<file path="config.mk">
export PLATFORM = sky130hd
export DESIGN_NAME = diverging_colormap_rgb_core
export DESIGN_NICKNAME = d
export VERILOG_FILES = /design/src/sv/dcm_pkg.sv /design/src/sv/dcm_front.sv /design/src/sv/dcm_div_cell.sv /design/src/sv/dcm_colour.sv /design/src/sv/diverging_colormap_rgb_core.sv
export SDC_FILE = /design/constraint.sdc
export NUM_CORES = 2
export LEC_CHECK = 0
export ABC_AREA = 0
export BUFFER_PORTS_ARGS = -buffer_cell sky130_fd_sc_hd__clkbuf_2
export CAP_MARGIN = 25
export CORE_ASPECT_RATIO = 1.4
export CORE_UTILIZATION = 55
export DETAILED_ROUTE_END_ITERATION = 6
export PLACE_DENSITY = 0.85
export SYNTH_ARGS = -nofsm -noshare
export SYNTH_HDL_FRONTEND = slang
export SYNTH_SLANG_ARGS = --single-unit
</file>
<file path="constraint.sdc">
create_clock -name i_clk -period 37.7 [get_ports i_clk]
set_clock_uncertainty 0.15 [all_clocks]
set_input_delay 1.885 -clock i_clk [delete_from_list [all_inputs] [get_ports i_clk]]
set_output_delay 1.885 -clock i_clk [all_outputs]
set_load 0.01 [all_outputs]
</file>
<file path="src/sv/dcm_pkg.sv">
// shared types and constants for the diverging colour map
package dcm_pkg;

    localparam int CFG_INDEX_W = 2;
    localparam int CFG_COUNT   = 4;

    typedef enum logic [CFG_INDEX_W-1:0] {
        CFG_NEG_LOW  = 2'd0,
        CFG_NEG_HIGH = 2'd1,
        CFG_POS_LOW  = 2'd2,
        CFG_POS_HIGH = 2'd3
    } t_cfg_reg;

    // stop colours in halves: 0 is 0.0, 1 is 0.5, 2 is 1.0
    typedef logic [1:0] t_half;
    typedef logic [2:0] t_stop_idx;

    localparam int STOP_COUNT = 6;
    localparam int CHANNELS   = 3;

    localparam t_stop_idx STOP_BLUE   = 3'd0;
    localparam t_stop_idx STOP_CYAN   = 3'd1;
    localparam t_stop_idx STOP_GREEN  = 3'd2;
    localparam t_stop_idx STOP_PURPLE = 3'd3;
    localparam t_stop_idx STOP_ORANGE = 3'd4;
    localparam t_stop_idx STOP_RED    = 3'd5;

    // order of channels: red, green, blue
    localparam t_half STOP_RGB [STOP_COUNT][CHANNELS] = '{
        '{2'd0, 2'd0, 2'd2},
        '{2'd0, 2'd2, 2'd2},
        '{2'd0, 2'd2, 2'd0},
        '{2'd2, 2'd0, 2'd2},
        '{2'd2, 2'd1, 2'd0},
        '{2'd2, 2'd0, 2'd0}
    };

    // control that travels alongside each word down the pipe
    typedef struct packed {
        logic valid;
        logic neg;
        logic div;
        logic flag;
    } t_ctl;

endpackage

</file>
<file path="src/sv/dcm_front.sv">
// range selection, magnitudes and special cases ahead of the divider cells
module dcm_front #(
    parameter int SAMPLE_WIDTH  = 32,
    parameter int FRACTION_BITS = 16
) (
    input  logic                     i_clk,
    input  logic                     i_rst_n,
    input  logic                     i_en,
    input  logic                     i_valid,
    input  logic [SAMPLE_WIDTH-1:0]  i_sample,
    input  logic [SAMPLE_WIDTH-1:0]  i_neg_low,
    input  logic [SAMPLE_WIDTH-1:0]  i_neg_high,
    input  logic [SAMPLE_WIDTH-1:0]  i_pos_low,
    input  logic [SAMPLE_WIDTH-1:0]  i_pos_high,
    output dcm_pkg::t_ctl            o_ctl,
    output logic [SAMPLE_WIDTH-1:0]  o_rem,
    output logic [SAMPLE_WIDTH-1:0]  o_den,
    output logic [FRACTION_BITS:0]   o_quo
);
    import dcm_pkg::*;

    localparam int W = SAMPLE_WIDTH;
    localparam int F = FRACTION_BITS;
    localparam logic [F:0] Q_ONE = (F+1)'(1) << F;

    // stage a: signed differences
    t_ctl         r_a_ctl;
    logic [W:0]   r_a_num;
    logic [W:0]   r_a_den;
    t_ctl         n_a_ctl;
    logic [W:0]   n_a_num;
    logic [W:0]   n_a_den;
    logic [W-1:0] lo;
    logic [W-1:0] hi;

    // stage b: magnitudes and signs
    t_ctl         r_b_ctl;
    logic [W-1:0] r_b_n;
    logic [W-1:0] r_b_d;
    logic         r_b_nneg;
    logic         r_b_dneg;
    logic [W:0]   num_neg;
    logic [W:0]   den_neg;

    // stage c: special cases
    t_ctl         r_c_ctl;
    logic [W-1:0] r_c_rem;
    logic [W-1:0] r_c_den;
    logic [F:0]   r_c_quo;
    t_ctl         n_c_ctl;
    logic [F:0]   n_c_quo;

    always_comb begin
        n_a_ctl       = '0;
        n_a_ctl.valid = i_valid;
        n_a_ctl.neg   = i_sample[W-1];
        lo            = i_sample[W-1] ? i_neg_low  : i_pos_low;
        hi            = i_sample[W-1] ? i_neg_high : i_pos_high;
        n_a_num       = {i_sample[W-1], i_sample} - {lo[W-1], lo};
        n_a_den       = {hi[W-1], hi} - {lo[W-1], lo};
    end

    always_ff @(posedge i_clk) begin
        if (!i_rst_n) begin
            r_a_ctl <= '0;
        end else if (i_en) begin
            r_a_ctl <= n_a_ctl;
        end
    end

    always_ff @(posedge i_clk) begin
        if (i_en) begin
            r_a_num <= n_a_num;
            r_a_den <= n_a_den;
        end
    end

    assign num_neg = ~r_a_num + (W+1)'(1);
    assign den_neg = ~r_a_den + (W+1)'(1);

    always_ff @(posedge i_clk) begin
        if (!i_rst_n) begin
            r_b_ctl <= '0;
        end else if (i_en) begin
            r_b_ctl <= r_a_ctl;
        end
    end

    always_ff @(posedge i_clk) begin
        if (i_en) begin
            r_b_nneg <= r_a_num[W];
            r_b_dneg <= r_a_den[W];
            r_b_n    <= r_a_num[W] ? num_neg[W-1:0] : r_a_num[W-1:0];
            r_b_d    <= r_a_den[W] ? den_neg[W-1:0] : r_a_den[W-1:0];
        end
    end

    always_comb begin
        n_c_ctl       = r_b_ctl;
        n_c_ctl.div   = 1'b0;
        n_c_ctl.flag  = 1'b0;
        n_c_quo       = '0;
        if (r_b_d == '0) begin
            // zero span gives green and raises the flag
            n_c_ctl.flag = 1'b1;
        end else if (r_b_n == '0) begin
            n_c_quo = '0;
        end else if (r_b_nneg != r_b_dneg) begin
            n_c_ctl.flag = 1'b1;
        end else if (r_b_n >= r_b_d) begin
            n_c_quo      = Q_ONE;
            n_c_ctl.flag = (r_b_n != r_b_d);
        end else begin
            n_c_ctl.div = 1'b1;
        end
    end

    always_ff @(posedge i_clk) begin
        if (!i_rst_n) begin
            r_c_ctl <= '0;
        end else if (i_en) begin
            r_c_ctl <= n_c_ctl;
        end
    end

    always_ff @(posedge i_clk) begin
        if (i_en) begin
            r_c_rem <= r_b_n;
            r_c_den <= r_b_d;
            r_c_quo <= n_c_quo;
        end
    end

    assign o_ctl = r_c_ctl;
    assign o_rem = r_c_rem;
    assign o_den = r_c_den;
    assign o_quo = r_c_quo;

endmodule

</file>
<file path="src/sv/dcm_div_cell.sv">
// one restoring division cell: one quotient bit per cell
module dcm_div_cell #(
    parameter int SAMPLE_WIDTH  = 32,
    parameter int FRACTION_BITS = 16
) (
    input  logic                     i_clk,
    input  logic                     i_rst_n,
    input  logic                     i_en,
    input  dcm_pkg::t_ctl            i_ctl,
    input  logic [SAMPLE_WIDTH-1:0]  i_rem,
    input  logic [SAMPLE_WIDTH-1:0]  i_den,
    input  logic [FRACTION_BITS:0]   i_quo,
    output dcm_pkg::t_ctl            o_ctl,
    output logic [SAMPLE_WIDTH-1:0]  o_rem,
    output logic [SAMPLE_WIDTH-1:0]  o_den,
    output logic [FRACTION_BITS:0]   o_quo
);
    import dcm_pkg::*;

    localparam int W = SAMPLE_WIDTH;
    localparam int F = FRACTION_BITS;

    t_ctl         r_ctl;
    logic [W-1:0] r_rem;
    logic [W-1:0] r_den;
    logic [F:0]   r_quo;
    logic [W-1:0] n_rem;
    logic [F:0]   n_quo;
    logic [W:0]   rem2;
    logic [W+1:0] diff;
    logic         ge;

    always_comb begin
        rem2  = {i_rem, 1'b0};
        diff  = {1'b0, rem2} - {2'b00, i_den};
        ge    = ~diff[W+1];
        n_rem = i_rem;
        n_quo = i_quo;
        if (i_ctl.div) begin
            // remainder stays below the divisor, so W bits hold it
            n_rem = ge ? diff[W-1:0] : rem2[W-1:0];
            n_quo = {i_quo[F-1:0], ge};
        end
    end

    always_ff @(posedge i_clk) begin
        if (!i_rst_n) begin
            r_ctl <= '0;
        end else if (i_en) begin
            r_ctl <= i_ctl;
        end
    end

    always_ff @(posedge i_clk) begin
        if (i_en) begin
            r_rem <= n_rem;
            r_den <= i_den;
            r_quo <= n_quo;
        end
    end

    assign o_ctl = r_ctl;
    assign o_rem = r_rem;
    assign o_den = r_den;
    assign o_quo = r_quo;

endmodule

</file>
<file path="src/sv/dcm_colour.sv">
// segment choice and per-channel interpolation scaled by 255
module dcm_colour #(
    parameter int FRACTION_BITS = 16
) (
    input  logic                    i_clk,
    input  logic                    i_rst_n,
    input  logic                    i_en,
    input  dcm_pkg::t_ctl           i_ctl,
    input  logic [FRACTION_BITS:0]  i_quo,
    output logic                    o_valid,
    output logic [7:0]              o_red,
    output logic [7:0]              o_green,
    output logic [7:0]              o_blue,
    output logic                    o_clamped
);
    import dcm_pkg::*;

    localparam int F = FRACTION_BITS;
    localparam logic [F:0] Q_ONE  = (F+1)'(1) << F;
    localparam logic [F:0] Q_HALF = (F+1)'(1) << (F-1);

    // stage d: segment and offset within it
    t_ctl       r_d_ctl;
    t_stop_idx  r_d_seg;
    logic [F:0] r_d_off;
    t_stop_idx  n_d_seg;
    logic [F:0] n_d_off;

    // stage e: output word
    logic       r_valid;
    logic [7:0] r_chan [CHANNELS];
    logic       r_clamped;
    logic [7:0] n_chan [CHANNELS];

    always_comb begin
        n_d_seg = STOP_CYAN;
        n_d_off = Q_HALF;
        if (i_ctl.neg) begin
            if (i_quo >= Q_HALF) begin
                n_d_seg = STOP_BLUE;
                n_d_off = Q_ONE - i_quo;
            end else begin
                n_d_seg = STOP_CYAN;
                n_d_off = Q_HALF - i_quo;
            end
        end else if (i_quo == '0) begin
            n_d_seg = STOP_CYAN;
            n_d_off = Q_HALF;
        end else if (i_quo <= Q_HALF) begin
            n_d_seg = STOP_PURPLE;
            n_d_off = i_quo;
        end else begin
            n_d_seg = STOP_ORANGE;
            n_d_off = i_quo - Q_HALF;
        end
    end

    always_ff @(posedge i_clk) begin
        if (!i_rst_n) begin
            r_d_ctl <= '0;
        end else if (i_en) begin
            r_d_ctl <= i_ctl;
        end
    end

    always_ff @(posedge i_clk) begin
        if (i_en) begin
            r_d_seg <= n_d_seg;
            r_d_off <= n_d_off;
        end
    end

    // level = c0*half + off*(c1-c0), lies in 0..one; then times 255
    always_comb begin
        logic        [1:0]  c0;
        logic        [1:0]  c1;
        logic signed [2:0]  dc;
        logic signed [F+2:0] base;
        logic signed [F+2:0] offx;
        logic signed [F+2:0] term;
        logic        [F+2:0] lvl;
        logic        [F+10:0] scaled;
        for (int ch = 0; ch < CHANNELS; ch++) begin
            c0     = STOP_RGB[r_d_seg][ch];
            c1     = STOP_RGB[r_d_seg + t_stop_idx'(1)][ch];
            dc     = signed'({1'b0, c1}) - signed'({1'b0, c0});
            base   = signed'((F+3)'(c0) << (F-1));
            offx   = signed'({2'b00, r_d_off});
            case (dc)
                -3'sd2:  term = -(offx <<< 1);
                -3'sd1:  term = -offx;
                3'sd1:   term = offx;
                3'sd2:   term = offx <<< 1;
                default: term = '0;
            endcase
            lvl    = unsigned'(base + term);
            scaled = ({8'd0, lvl} << 8) - {8'd0, lvl};
            n_chan[ch] = scaled[F+7:F];
        end
    end

    always_ff @(posedge i_clk) begin
        if (!i_rst_n) begin
            r_valid <= 1'b0;
        end else if (i_en) begin
            r_valid <= r_d_ctl.valid;
        end
    end

    always_ff @(posedge i_clk) begin
        if (i_en) begin
            r_chan    <= n_chan;
            r_clamped <= r_d_ctl.flag;
        end
    end

    assign o_valid   = r_valid;
    assign o_red     = r_chan[0];
    assign o_green   = r_chan[1];
    assign o_blue    = r_chan[2];
    assign o_clamped = r_clamped;

endmodule

</file>
<file path="src/sv/diverging_colormap_rgb_core.sv">
// a sample goes through front stages a-c, the divider cells and colour stages d-e
// throughput: one word per cycle; the whole pipe, input included, holds while a result waits
// the divider is a chain of FRACTION_BITS cells, one quotient bit per cell
// reset clears all valid flags and loads the range registers with their default bounds
// input ready follows the output handshake in the same cycle
// top level of the diverging colour map
module diverging_colormap_rgb_core #(
    parameter int SAMPLE_WIDTH  = 32,
    parameter int FRACTION_BITS = 16
) (
    input  logic                              i_clk,
    input  logic                              i_rst_n,
    input  logic                              i_in_valid,
    output logic                              o_in_ready,
    input  logic [SAMPLE_WIDTH-1:0]           i_sample,
    output logic                              o_out_valid,
    input  logic                              i_out_ready,
    output logic [7:0]                        o_red,
    output logic [7:0]                        o_green,
    output logic [7:0]                        o_blue,
    output logic                              o_clamped,
    input  logic                              i_cfg_we,
    input  logic [dcm_pkg::CFG_INDEX_W-1:0]   i_cfg_index,
    input  logic [SAMPLE_WIDTH-1:0]           i_cfg_data
);
    import dcm_pkg::*;

    localparam int W = SAMPLE_WIDTH;
    localparam int F = FRACTION_BITS;

    localparam logic [W-1:0] NEG_LOW_RST  = W'(-32768);
    localparam logic [W-1:0] NEG_HIGH_RST = W'(-1);
    localparam logic [W-1:0] POS_LOW_RST  = W'(0);
    localparam logic [W-1:0] POS_HIGH_RST = W'(32767);

    logic [W-1:0] r_neg_low;
    logic [W-1:0] r_neg_high;
    logic [W-1:0] r_pos_low;
    logic [W-1:0] r_pos_high;
    logic         en;

    t_ctl         cell_ctl [F+1];
    logic [W-1:0] cell_rem [F+1];
    logic [W-1:0] cell_den [F+1];
    logic [F:0]   cell_quo [F+1];

    always_ff @(posedge i_clk) begin
        if (!i_rst_n) begin
            r_neg_low  <= NEG_LOW_RST;
            r_neg_high <= NEG_HIGH_RST;
            r_pos_low  <= POS_LOW_RST;
            r_pos_high <= POS_HIGH_RST;
        end else if (i_cfg_we) begin
            unique case (t_cfg_reg'(i_cfg_index))
                CFG_NEG_LOW:  r_neg_low  <= i_cfg_data;
                CFG_NEG_HIGH: r_neg_high <= i_cfg_data;
                CFG_POS_LOW:  r_pos_low  <= i_cfg_data;
                CFG_POS_HIGH: r_pos_high <= i_cfg_data;
            endcase
        end
    end

    // pipe moves whenever the output register is empty or being taken
    assign en         = ~o_out_valid | i_out_ready;
    assign o_in_ready = en;

    dcm_front #(
        .SAMPLE_WIDTH  (W),
        .FRACTION_BITS (F)
    ) u_front (
        .i_clk      (i_clk),
        .i_rst_n    (i_rst_n),
        .i_en       (en),
        .i_valid    (i_in_valid),
        .i_sample   (i_sample),
        .i_neg_low  (r_neg_low),
        .i_neg_high (r_neg_high),
        .i_pos_low  (r_pos_low),
        .i_pos_high (r_pos_high),
        .o_ctl      (cell_ctl[0]),
        .o_rem      (cell_rem[0]),
        .o_den      (cell_den[0]),
        .o_quo      (cell_quo[0])
    );

    for (genvar g = 0; g < F; g++) begin : g_cell
        dcm_div_cell #(
            .SAMPLE_WIDTH  (W),
            .FRACTION_BITS (F)
        ) u_cell (
            .i_clk   (i_clk),
            .i_rst_n (i_rst_n),
            .i_en    (en),
            .i_ctl   (cell_ctl[g]),
            .i_rem   (cell_rem[g]),
            .i_den   (cell_den[g]),
            .i_quo   (cell_quo[g]),
            .o_ctl   (cell_ctl[g+1]),
            .o_rem   (cell_rem[g+1]),
            .o_den   (cell_den[g+1]),
            .o_quo   (cell_quo[g+1])
        );
    end

    dcm_colour #(
        .FRACTION_BITS (F)
    ) u_colour (
        .i_clk     (i_clk),
        .i_rst_n   (i_rst_n),
        .i_en      (en),
        .i_ctl     (cell_ctl[F]),
        .i_quo     (cell_quo[F]),
        .o_valid   (o_out_valid),
        .o_red     (o_red),
        .o_green   (o_green),
        .o_blue    (o_blue),
        .o_clamped (o_clamped)
    );

endmodule
</file>
==> metrics.md <==
| Metric | Value |
|---|---|
| Status | `finished, final reports clean` |
| Via count | `70141` |
| Least-Margin Pin Slew | `1.23 ns` |
| Fillers | `12987` |
| Critical Path AT | `~8 ns` |
| DRT antenna net count | `0` |
| Synth async-reset ratio | `0` |
| WS Path Type | `in2reg` |
| Critical Path End Type | `register` |
| Port bufs | `97` |
| Reg clk slew, reported paths | `0.06 ns` |
| Area occupied by multi-input gates | `roughly 45000 µm²` |
| Total track usage | `0.251` |
| DIE WIDTH | `about 350 µm` |
| TritonRoute pass-1 iters | `7` |
| Final Hold Viols | `0` |
| Syn_area_per_cell | `9.94 µm²` |
| # clock sinks | `1556` |
| Worst-Skew Late Latency | `0.80 ns` |
| Sequential share of the synthesized area | `0.477` |
| Total wire length | `about 220000 µm` |
| Initial core utilization | `0.556` |
| Most frequent cells in the layout | `edfxtp_1, a21oi_1, nor2_1, nand2_1, inv_1` |
| Final sum of negative setup slack | `0 ns` |
| DP HPWL | `163000 µm` |
| Relative slew margins | `0.177` |
| Cts-stage hold buffer count | `0` |
| Syn Nets | `a little over 10000` |
| Crit start category | `input pin` |
| Root Buffer | `clkbuf_16` |
| Peak Freq | `129 MHz` |
| WP data required | `approximately 38 ns` |
| Pins Over Slew Limit | `0` |
| Post-synth EDFFs | `~1400` |
| Final instance area | `between 100000 and 150000 µm²` |
| # DRC | `0` |
| Total grt overflow | `0` |
| Largest net degree at the start of global routing | `199` |
| Drt via density | `5.96` |
| Combined flip-flop and latch cell area | `between 40000 and 50000 µm²` |
| Synthesized area | `93700 µm²` |
| Die area | `about 170000 µm²` |
| Proportion of layout cells with a drive suffix above 1 | `0.0698` |
| Post-cts repair resize count | `0` |
| Vias in the first global route | `71896` |
| DRT iter0 DRCs | `4549` |
| Chip height | `~490 µm` |
| Flop and latch count out of synthesis | `1556` |
| CORE AREA | `169000 µm²` |
| H-tree depth reported by CTS | `4` |
| Min Tclk post-route | `7.74 ns` |
| Gpl congestion | `0.998` |
| Fin crit share | `0.205` |
| Max-cap violations | `0` |
| Worst min path class | `reg2reg` |
| Final #Nets | `10124` |
| CTS buffer count | `158` |
| RSZ-0062 raised after global routing | `false` |
| Synthesis Warnings | `0` |
| Wire per inst | `18.6 µm` |
| # setup viols final | `0` |
| Placed cell count | `11482` |
| Mapped Cells | `9430` |
| Yosys cell types | `98` |
| Commonest non-fill, non-tap cell in the layout | `edfxtp_1` |
| Placed instance area | `96300 µm²` |
| Ys flop type | `edfxtp_1` |
| Postcts setup bufs | `0` |
| First-pass GRT wire length | `around 350000 µm` |
| Critical path peak fanout | `~100` |
| Layout area overhead | `8.20%` |
| Num rows | `178` |
| Initial antenna violation count | `6` |
| CTS tree | `built` |
| Maximum clock path buffer count | `3` |
| Layout Cells excl Fill | `11774` |
| Io pins | `98` |
## area by class of cell
cell class | count | share of cell area
antenna | 5 | 0.000123
clock buffer | 200 | 0.0425
clock inverter | 85 | 0.00735
inverter | 765 | 0.0284
multi-input combinational | 6754 | 0.443
sequential | 1556 | 0.441
tap | 2250 | 0.0278
timing repair buffer | 159 | 0.00994
## sequential cells by signal, indices dropped and copies added (netlist names), 17 cells and up
name / cells
g_cell.u_cell.o_den: 480
g_cell.u_cell.o_rem: 480
g_cell.u_cell.o_quo: 152
g_cell.u_cell.o_ctl: 63
u_front.r_a_den: 33
u_front.r_a_num: 33
r_neg_high: 32
r_neg_low: 32
r_pos_high: 32
r_pos_low: 32
u_front.o_den: 32
u_front.o_rem: 32
u_front.r_b_d: 32
u_front.r_b_n: 32
u_colour.r_d_off: 17
## routing by layer
layer,global-route usage,vias up,part of all wire,wire [µm]
met1,0.217,33438,0.32,70100
met4,0.180,2,0.073,16000
li1,-,33876,-,-
met5,0,-,0.000059,13
met2,0.508,1993,0.57,125000
met3,0.0343,832,0.036,7810
## kinds of logic after synthesis
group           count (synthesis)  synth area share
simple gates                 2651             0.127
fa+ha+maj                     659            0.0894
xor+xnor                      538            0.0503
buf+inv                      1120            0.0452
flops                        1556             0.477
compound gates               2523             0.168
mux                           383            0.0432
## Yosys cell counts, drive strengths merged, types with 199 or more instances
| cell type | count | share of area |
|---|---|---|
| inv | 763 | 0.031 |
| o21ai | 377 | 0.020 |
| nand2 | 849 | 0.034 |
| edfxtp | 1354 | 0.43 |
| xnor2 | 376 | 0.035 |
| clkbuf | 314 | 0.013 |
| ha | 641 | 0.086 |
| nand3 | 199 | 0.011 |
| a21o | 262 | 0.021 |
| mux2i | 212 | 0.023 |
| nor2 | 935 | 0.037 |
| a21oi | 1044 | 0.056 |
| dfxtp | 202 | 0.043 |
## worst max-delay path, stage by stage
cell and delay [ns]:
clkbuf_2 0.10, nor2b_4 0.06, inv_8 0.38, buf_4 0.78, buf_4 0.92, buf_4 0.62, buf_4 0.64, buf_4 0.75
buf_4 0.73, buf_4 0.80
## stage by stage
stage           util  hold slack [ns]  setup WS (ns)
2_1_floorplan      -            0.258          16.88
3_3_place_gp   0.571            0.264          29.27
3_5_place_dp   0.571            0.276          29.12
4_1_cts        0.601            0.289          29.97
5_1_grt        0.601            0.288          29.48
6_report       0.602            0.287          29.96
## final timing paths
path | startpoint | cells past startpoint | slack (ns) | end
max | i_out_ready | 10 | 29.96 | g_cell[14].u_cell.o_den[26]$_DFFE_PP_
min | u_front.o_den[23]$_DFFE_PP_ | 0 | 0.29 | g_cell[0].u_cell.o_den[23]$_DFFE_PP_
min reg2reg | u_front.o_den[23]$_DFFE_PP_ | 0 | 0.29 | g_cell[0].u_cell.o_den[23]$_DFFE_PP_
max reg2reg | u_colour.o_valid$_SDFFE_PN0P_ | 9 | 30.75 | g_cell[14].u_cell.o_den[26]$_DFFE_PP_
Power is left out: the tool's default activity adds up to more than one toggle a clock period on the data nets, which glitch-free logic cannot reach.
